File: config.mk
export PLATFORM = sky130hd
export DESIGN_NAME = json_string_escaper_utf8_check_unit
export DESIGN_NICKNAME = d
export VERILOG_FILES = /design/src/design/jsec_pkg.sv /design/src/design/jsec_front.sv /design/src/design/jsec_queue.sv /design/src/design/jsec_back.sv /design/src/design/json_string_escaper_utf8_check_unit.sv
export SDC_FILE = /design/constraint.sdc
export NUM_CORES = 1
export LEC_CHECK = 0
export BUFFER_PORTS_ARGS = -buffer_cell sky130_fd_sc_hd__buf_4
export CORE_MARGIN = 5
export CORE_UTILIZATION = 30
export DETAILED_ROUTE_END_ITERATION = 8
export PLACE_DENSITY = 0.57
export SYNTH_ARGS = -nofsm -noshare
export SYNTH_HDL_FRONTEND = slang
export SYNTH_HIERARCHICAL = 1
export SYNTH_SLANG_ARGS = --single-unit
File: constraint.sdc
create_clock -name clk -period 3.2 [get_ports clk]
set_clock_uncertainty 0.2 [all_clocks]
set_input_delay 0.16 -clock clk [delete_from_list [all_inputs] [get_ports clk]]
set_output_delay 0.16 -clock clk [all_outputs]
set_load 0.1 [all_outputs]
File: src/design/jsec_pkg.sv
// Shared types, constants and helpers for the JSON string escaper.
// Depends on nothing; imported by every module of the block.
`timescale 1ns / 1ps

package jsec_pkg;

  // Input item kinds
  localparam logic [1:0] FUNC_BEGIN = 2'd0;
  localparam logic [1:0] FUNC_DATA  = 2'd1;
  localparam logic [1:0] FUNC_END   = 2'd2;

  // Characters
  localparam logic [7:0] CH_QUOTE = 8'h22;
  localparam logic [7:0] CH_BSLASH = 8'h5C;
  localparam logic [7:0] CH_U = 8'h75;
  localparam logic [7:0] CH_ZERO = 8'h30;
  localparam logic [7:0] CH_B = 8'h62;
  localparam logic [7:0] CH_F = 8'h66;
  localparam logic [7:0] CH_N = 8'h6E;
  localparam logic [7:0] CH_R = 8'h72;
  localparam logic [7:0] CH_T = 8'h74;

  // Control bytes with a short escape
  localparam logic [7:0] BYTE_BS = 8'h08;
  localparam logic [7:0] BYTE_TAB = 8'h09;
  localparam logic [7:0] BYTE_LF = 8'h0A;
  localparam logic [7:0] BYTE_FF = 8'h0C;
  localparam logic [7:0] BYTE_CR = 8'h0D;

  // Command queue geometry (depth must be a power of two)
  localparam int QDEPTH = 4;
  localparam int QPTR_W = $clog2(QDEPTH);
  localparam int QCNT_W = $clog2(QDEPTH + 1);

  // What the back end has to emit for one item
  typedef enum logic [1:0] {
    CMD_ONE  = 2'd0,  // one byte as it is
    CMD_ESC2 = 2'd1,  // backslash, then the byte
    CMD_HEX  = 2'd2,  // backslash u 0 0 hi lo
    CMD_ERR  = 2'd3   // single error result
  } cmd_kind_t;

  typedef struct packed {
    cmd_kind_t  kind;
    logic [7:0] value;
  } cmd_t;

  function automatic logic [7:0] hex_digit(input logic [3:0] nib);
    logic [7:0] d;
    if (nib < 4'd10) begin
      d = 8'h30 + {4'd0, nib};
    end else begin
      d = 8'h57 + {4'd0, nib};
    end
    return d;
  endfunction

  // Index of the final output byte for a command
  function automatic logic [2:0] cmd_last_idx(input cmd_kind_t kind);
    logic [2:0] r;
    case (kind)
      CMD_ESC2: r = 3'd1;
      CMD_HEX:  r = 3'd5;
      default:  r = 3'd0;
    endcase
    return r;
  endfunction

endpackage

File: src/design/jsec_front.sv
// Front end: accepts items, tracks UTF-8 and sticky error state, classifies.
// Depends on jsec_pkg.
`timescale 1ns / 1ps

module jsec_front (
  input  logic          clk,
  input  logic          rst,
  input  logic          in_fire,
  input  logic [1:0]    func,
  input  logic [7:0]    data_byte,
  output logic          push,
  output jsec_pkg::cmd_t cmd
);
  import jsec_pkg::*;

  logic [1:0] pending;
  logic [1:0] pending_next;
  logic       error_sticky;
  logic       error_sticky_next;
  logic       emit;
  logic       raise;

  always_comb begin
    pending_next = pending;
    error_sticky_next = error_sticky;
    emit = 1'b0;
    raise = 1'b0;
    cmd.kind = CMD_ONE;
    cmd.value = CH_QUOTE;
    if (!error_sticky) begin
      case (func)
        FUNC_BEGIN: begin
          emit = 1'b1;
          pending_next = 2'd0;
        end
        FUNC_END: begin
          emit = 1'b1;
          if (pending != 2'd0) begin
            raise = 1'b1;
          end
        end
        FUNC_DATA: begin
          emit = 1'b1;
          cmd.value = data_byte;
          if (pending != 2'd0) begin
            if (data_byte[7:6] != 2'b10) begin
              raise = 1'b1;
            end else begin
              pending_next = pending - 2'd1;
            end
          end else if (data_byte == BYTE_BS) begin
            cmd.kind = CMD_ESC2;
            cmd.value = CH_B;
          end else if (data_byte == BYTE_FF) begin
            cmd.kind = CMD_ESC2;
            cmd.value = CH_F;
          end else if (data_byte == BYTE_LF) begin
            cmd.kind = CMD_ESC2;
            cmd.value = CH_N;
          end else if (data_byte == BYTE_CR) begin
            cmd.kind = CMD_ESC2;
            cmd.value = CH_R;
          end else if (data_byte == BYTE_TAB) begin
            cmd.kind = CMD_ESC2;
            cmd.value = CH_T;
          end else if (data_byte == CH_QUOTE || data_byte == CH_BSLASH) begin
            cmd.kind = CMD_ESC2;
          end else if (data_byte <= 8'h1F) begin
            cmd.kind = CMD_HEX;
          end else if (data_byte <= 8'h7F) begin
            cmd.kind = CMD_ONE;
          end else if (data_byte[7:5] == 3'b110) begin
            pending_next = 2'd1;
          end else if (data_byte[7:4] == 4'b1110) begin
            pending_next = 2'd2;
          end else if (data_byte[7:3] == 5'b11110) begin
            pending_next = 2'd3;
          end else begin
            raise = 1'b1;
          end
        end
        default: begin
          emit = 1'b0;
        end
      endcase
      if (raise) begin
        cmd.kind = CMD_ERR;
        cmd.value = 8'd0;
        pending_next = 2'd0;
        error_sticky_next = 1'b1;
      end
    end
  end

  assign push = in_fire && emit;

  always_ff @(posedge clk) begin
    if (rst) begin
      pending <= 2'd0;
      error_sticky <= 1'b0;
    end else if (in_fire) begin
      pending <= pending_next;
      error_sticky <= error_sticky_next;
    end
  end

  a_no_push_when_sticky: assert property (@(posedge clk) disable iff (rst)
    error_sticky |-> !push)
    else $error("front pushed a command after a sticky error");

  a_err_sets_sticky: assert property (@(posedge clk) disable iff (rst)
    (push && cmd.kind == CMD_ERR) |=> (error_sticky && pending == 2'd0))
    else $error("error command did not set sticky error");

  a_sticky_holds: assert property (@(posedge clk) disable iff (rst)
    $past(error_sticky) && !$past(rst) |-> error_sticky)
    else $error("sticky error cleared without reset");

endmodule

File: src/design/jsec_queue.sv
// Short command queue between the front and back ends.
// Depends on jsec_pkg for the command type and depth.
`timescale 1ns / 1ps

module jsec_queue (
  input  logic           clk,
  input  logic           rst,
  input  logic           push,
  input  jsec_pkg::cmd_t push_cmd,
  input  logic           pop,
  output logic           full,
  output logic           not_empty,
  output jsec_pkg::cmd_t head
);
  import jsec_pkg::*;

  cmd_t              mem [QDEPTH];
  logic [QPTR_W-1:0] wr_ptr;
  logic [QPTR_W-1:0] rd_ptr;
  logic [QCNT_W-1:0] count;
  logic              do_push;
  logic              do_pop;

  assign full = (count == QCNT_W'(QDEPTH));
  assign not_empty = (count != '0);
  assign head = mem[rd_ptr];
  assign do_push = push && !full;
  assign do_pop = pop && not_empty;

  always_ff @(posedge clk) begin
    if (do_push) begin
      mem[wr_ptr] <= push_cmd;
    end
  end

  always_ff @(posedge clk) begin
    if (rst) begin
      wr_ptr <= '0;
      rd_ptr <= '0;
      count <= '0;
    end else begin
      if (do_push) begin
        wr_ptr <= wr_ptr + 1'b1;
      end
      if (do_pop) begin
        rd_ptr <= rd_ptr + 1'b1;
      end
      if (do_push && !do_pop) begin
        count <= count + 1'b1;
      end else if (do_pop && !do_push) begin
        count <= count - 1'b1;
      end
    end
  end

  a_count_bound: assert property (@(posedge clk) disable iff (rst)
    count <= QCNT_W'(QDEPTH))
    else $error("queue count beyond depth");

  a_no_overflow: assert property (@(posedge clk) disable iff (rst)
    full |-> !push)
    else $error("push into a full queue");

  a_no_underflow: assert property (@(posedge clk) disable iff (rst)
    !not_empty |-> !pop)
    else $error("pop from an empty queue");

endmodule

File: src/design/jsec_back.sv
// Back end: expands queued commands into output bytes through an output register.
// Depends on jsec_pkg.
`timescale 1ns / 1ps

module jsec_back (
  input  logic           clk,
  input  logic           rst,
  input  logic           cmd_valid,
  input  jsec_pkg::cmd_t cmd,
  output logic           pop,
  output logic           m_tvalid,
  input  logic           m_tready,
  output logic [7:0]     m_tdata,
  output logic           m_tlast,
  output logic           m_tuser
);
  import jsec_pkg::*;

  logic [2:0] idx;
  logic       load;
  logic       at_last;
  logic [7:0] ch;

  assign load = cmd_valid && (!m_tvalid || m_tready);
  assign at_last = (idx == cmd_last_idx(cmd.kind));
  assign pop = load && at_last;

  always_comb begin
    ch = cmd.value;
    case (cmd.kind)
      CMD_ESC2: begin
        if (idx == 3'd0) begin
          ch = CH_BSLASH;
        end
      end
      CMD_HEX: begin
        case (idx)
          3'd0: ch = CH_BSLASH;
          3'd1: ch = CH_U;
          3'd2: ch = CH_ZERO;
          3'd3: ch = CH_ZERO;
          3'd4: ch = hex_digit(cmd.value[7:4]);
          default: ch = hex_digit(cmd.value[3:0]);
        endcase
      end
      CMD_ERR: ch = 8'd0;
      default: ch = cmd.value;
    endcase
  end

  always_ff @(posedge clk) begin
    if (rst) begin
      m_tvalid <= 1'b0;
      idx <= 3'd0;
    end else begin
      if (load) begin
        m_tvalid <= 1'b1;
        idx <= at_last ? 3'd0 : idx + 3'd1;
      end else if (m_tready) begin
        m_tvalid <= 1'b0;
      end
    end
  end

  always_ff @(posedge clk) begin
    if (load) begin
      m_tdata <= ch;
      m_tlast <= at_last;
      m_tuser <= (cmd.kind == CMD_ERR);
    end
  end

  a_idx_needs_cmd: assert property (@(posedge clk) disable iff (rst)
    (idx != 3'd0) |-> cmd_valid)
    else $error("expansion in progress with no queued command");

  a_idx_bound: assert property (@(posedge clk) disable iff (rst)
    cmd_valid |-> idx <= cmd_last_idx(cmd.kind))
    else $error("byte index past end of command");

  a_err_shape: assert property (@(posedge clk) disable iff (rst)
    (m_tvalid && m_tuser) |-> (m_tlast && m_tdata == 8'd0))
    else $error("error result not a single zero byte");

endmodule

File: src/design/json_string_escaper_utf8_check_unit.sv
// JSON string escaper with UTF-8 check: one stream of begin/data/end items in,
// escaped JSON text bytes out, through the front end, the command queue and the
// output register. Throughput is one item per cycle for items that give one byte
// while the output is not stalled; the back-end expander paces the escapes,
// which give two or six bytes. Reset (rst, synchronous) clears UTF-8 and error
// state, the command queue and the output register.
`timescale 1ns / 1ps

module json_string_escaper_utf8_check_unit (
  input  logic       clk,
  input  logic       rst,
  // Input items
  input  logic       s_tvalid,
  output logic       s_tready,
  input  logic [7:0] s_tdata,   // [7:0] data_byte
  input  logic [1:0] s_tuser,   // [1:0] func
  // Escaped text
  output logic       m_tvalid,
  input  logic       m_tready,
  output logic [7:0] m_tdata,   // [7:0] out_byte
  output logic       m_tlast,   // last_of_run
  output logic       m_tuser    // [0] utf8_error
);
  import jsec_pkg::*;

  logic in_fire;
  logic push;
  cmd_t push_cmd;
  logic pop;
  logic full;
  logic not_empty;
  cmd_t head;

  // Take an item whenever the queue has room; items that give no output
  // are simply absorbed by the front end.
  assign s_tready = !full;
  assign in_fire = s_tvalid && s_tready;

  // Classify the item and update UTF-8 / sticky-error state
  jsec_front u_front (
    .clk       (clk),
    .rst       (rst),
    .in_fire   (in_fire),
    .func      (s_tuser),
    .data_byte (s_tdata),
    .push      (push),
    .cmd       (push_cmd)
  );

  // Decouple classification from expansion
  jsec_queue u_queue (
    .clk       (clk),
    .rst       (rst),
    .push      (push),
    .push_cmd  (push_cmd),
    .pop       (pop),
    .full      (full),
    .not_empty (not_empty),
    .head      (head)
  );

  // Expand each command into one to six output bytes
  jsec_back u_back (
    .clk       (clk),
    .rst       (rst),
    .cmd_valid (not_empty),
    .cmd       (head),
    .pop       (pop),
    .m_tvalid  (m_tvalid),
    .m_tready  (m_tready),
    .m_tdata   (m_tdata),
    .m_tlast   (m_tlast),
    .m_tuser   (m_tuser)
  );

endmodule

==> impl_results.md <==
* Remaining DRCs at 0
* Critical Path End: u_queue/count[2]
* Global placement routability congestion at 0.881
* Max-slew headroom at between 40% and 50%
* Seq/Total Area, Yosys at 52.1%
* R2r worst-path depth at 13
* Syn Inst Count at a little under 300
* Vias in the first global route at around 2400
* Core area at approximately 0.011 mm2
* Final ANT Viol Nets at 0
* Startpoint types: flop
* Slew Limit Fails at 0
* Initial Util at 30.6%
* Critical Path End Type: flop
* EDFF count, synth at 50
* Combinational power share at 42.7%
* Synthesis-stage register bit count at between 60 and 70
* Largest net degree at the start of global routing at 18
* DRT Wirelength at just under 7 mm
* Initial antenna violation count at 0
* Total track usage at 10.6%
* Post-synth ARST share at 0%
* N_diodes at 0
* FILL cells at around 1100
* Switching share of power at between 30% and 40%
* Die Y at between 100 and 150 um
* CTS clk-pin slew, worst paths at approximately 0.06 ns
* Dominant cell type by area after synthesis: edfxtp_1
* Final HPWL DP at just over 5 mm
* Status: complete, no violations
* Main synth FF type: edfxtp_1
* Syn Std Cell Area at roughly 0.0035 mm2
* Met3 WL at approximately 320 um
* DIE AREA at around 0.014 mm2
* Post-Syn Nets at between 300 and 400
* First-pass GRT wire length at about 12 mm
* Minimum clock period at slightly above 3 ns
* Area of the multi-input gates at 0.00156 mm2
* Sequential Power Share at 30.0%
* Synth Warn # at 6
* Row count at 39
* CTS Buf Count at 9
* Worst R2R End: u_queue/count[2]
* Post-synthesis cell type count at 65
* Finished Layout Cells at ~480
* Remaining global-route overflow at 0
* Pint at roughly 2.5 mW
* CTS Sinks at 66
* Hold_ws at about 0.03 ns
* H-tree depth at 3
* CP Max Fanout at 3
* Post-synth top area share at a little over two fifths
* First-pass detailed-route iteration total at 4
* Port Buf Inserts at 25
* Crit share post-route at 96.7%
* Final Core Density at 37.5%
* Share of layout cells above drive strength 1 at 23.8%
* Switching power at 1.63 mW
* Total number of vias at 2370
* DR vias/cell at between 4 and 5
* Synthesis-to-finish area growth at 22.5%
* CTS Buffer Depth at 2
* R2r setup slk at 0.10 ns
* Total chip power at roughly 4.1 mW
* Pleak at 1.58 nW
* PwrDens at 958 mW/mm2
* Crit path kind: reg2reg
* First DRT Iteration DRCs at around 140
* Highest routed layer: met4
* Boundary Pins at 26
* Routed len/inst at between 10 and 15 um
* CP arrival at roughly 3.2 ns
* Worst slew pin tran at 0.856 ns
* Placed cell count at roughly 460
* Final Hold Vio Count at 0
* CTS tree: yes
* HP Class: in2reg
* Skew-Pair Late Insertion Delay at 0.33 ns
* Post-Route M1 WL at 3.22 mm
* VDD IR max at around 840 uV
* Metal2 WL at between 3 and 4 mm
* Synth top area cells: edfxtp_1 43%, dfxtp_1 9.2%, ha_1 6.4%, mux4_2 6.4%, inv_1 2.5%
* Clk network pwr share at between 20 and 30%
* Die X at approximately 120 um
* Max-Cap Viols at 0
* CP required at 3.26 ns
* Most common cell after layout, fill and taps aside: edfxtp_1
* Final setup viols at 0
* Most frequent cells in the layout: 50 x edfxtp_1, 34 x buf_4, 21 x inv_1
* Fmax at about 320 MHz
* CTS root buffer: clkbuf_16
* Fin nets at ~360
* Syn_area_per_cell at 12.0 um2
* FF/Latch Area at roughly 0.0018 mm2
-- sequential cells by signal, summed over array words and instances (netlist names), 2 cells and up, named ones only --
| register | cells |
|---|---|
| u_back/idx | 3 |
| u_front/pending | 2 |
| u_queue/mem | 40 |
| u_back/m_tdata | 8 |
| u_queue/rd_ptr | 2 |
| u_queue/wr_ptr | 2 |
| u_queue/count | 3 |
-- power groups by stage --
| stage | Clock [mW] | Combinational [mW] | Sequential, mW |
|---|---|---|---|
| CTS | 1.15 | 1.71 | 1.23 |
| detailed placement | 0 | 1.69 | 1.25 |
| global placement | 0 | 1.66 | 1.24 |
| global route | 1.20 | 1.90 | 1.25 |
| floorplan | 0 | 0.810 | 1.75 |
| finish | 1.12 | 1.75 | 1.23 |
-- cell usage after synthesis (3+ instances only) --
cell      instances
a211oi_1          3
a21o_1            4
a21oi_1          10
and2_1            6
dfxtp_1          16
edfxtp_1         50
ha_1             18
inv_1            23
mux2i_1           3
mux4_2           10
nand2_1          16
nand2b_1          8
nand3_1          10
nor2_1           19
nor2b_1           7
nor3_1            3
o211ai_1          3
o21a_1            3
o21ai_0           5
o21ai_1           7
or3_1             4
xor2_1            4
-- critical path, stage by stage, from the launching register on --
cell and delay, ns:
dfxtp_4 0.36, mux4_2 0.54, inv_2 0.11, ha_4 0.20
xnor2_2 0.14, nand3_2 0.09, nor2_1 0.06, o31ai_2 0.09
ha_2 0.24, inv_1 0.05, fa_1 0.36, xor2_1 0.16
or3_1 0.31, a21oi_1 0.14
-- cell families after synthesis --
family                   Yosys count  share of synthesized area (%)
flip-flops                        66                           52.1
AND/OR/NAND/NOR                   90                           14.3
multiplexers                      14                           7.62
XOR/XNOR                           6                           1.50
buffers and inverters             33                           4.08
AO/OA/AOI/OAI                     63                           13.4
adder cells (fa/ha/maj)           19                           7.01
-- repair_timing --
item,4_1_cts,5_1_grt
hold buffers,3,0
setup buffers,0,3
setup endpoints to repair,1,2
hold endpoints to repair,13,0
gates resized for setup,1,5
-- routing by layer --
layer | track usage (%) | vias to the layer above
li1 | - | 1176
met1 | 13.8 | 1134
met2 | 16.0 | 46
met3 | 3.27 | 14
met4 | 5.16 | 0
met5 | 0 | -
-- stage by stage --
stage	TNS, ns	cell area, um2	worst slack [ns]
5_1_grt	-0.00242	4290	-0.00242
3_3_place_gp	0	3860	0.0584
3_5_place_dp	-0.0270	3860	-0.0270
2_1_floorplan	0	3510	0.00460
4_1_cts	0	4240	0.0107
6_report	0	4290	0.104
-- layout make-up --
class / instances / area share (%)
Sequential cell: 66 / 42.6
Multi-Input combinational cell: 192 / 36.4
Timing Repair Buffer: 37 / 6.66
Clock buffer: 10 / 5.34
Tap cell: 143 / 4.18
Clock inverter: 6 / 2.69
Inverter: 25 / 2.19
-- worst min path at each step --
stage                     cells past startpoint  slack [ns]                  to  startpoint
final                                         3        0.03  u_front/pending[0]  s_tdata[4]
after global routing                          3        0.04  u_front/pending[0]  s_tdata[4]
after CTS                                     3        0.02  u_front/pending[0]  s_tdata[4]
after detailed placement                      3        0.27     u_back/m_tvalid    m_tready
after global placement                        3        0.27     u_back/m_tvalid    m_tready
after floorplan                               1        0.03       u_back/idx[0]         rst
Power figures use the tool's default switching activity.
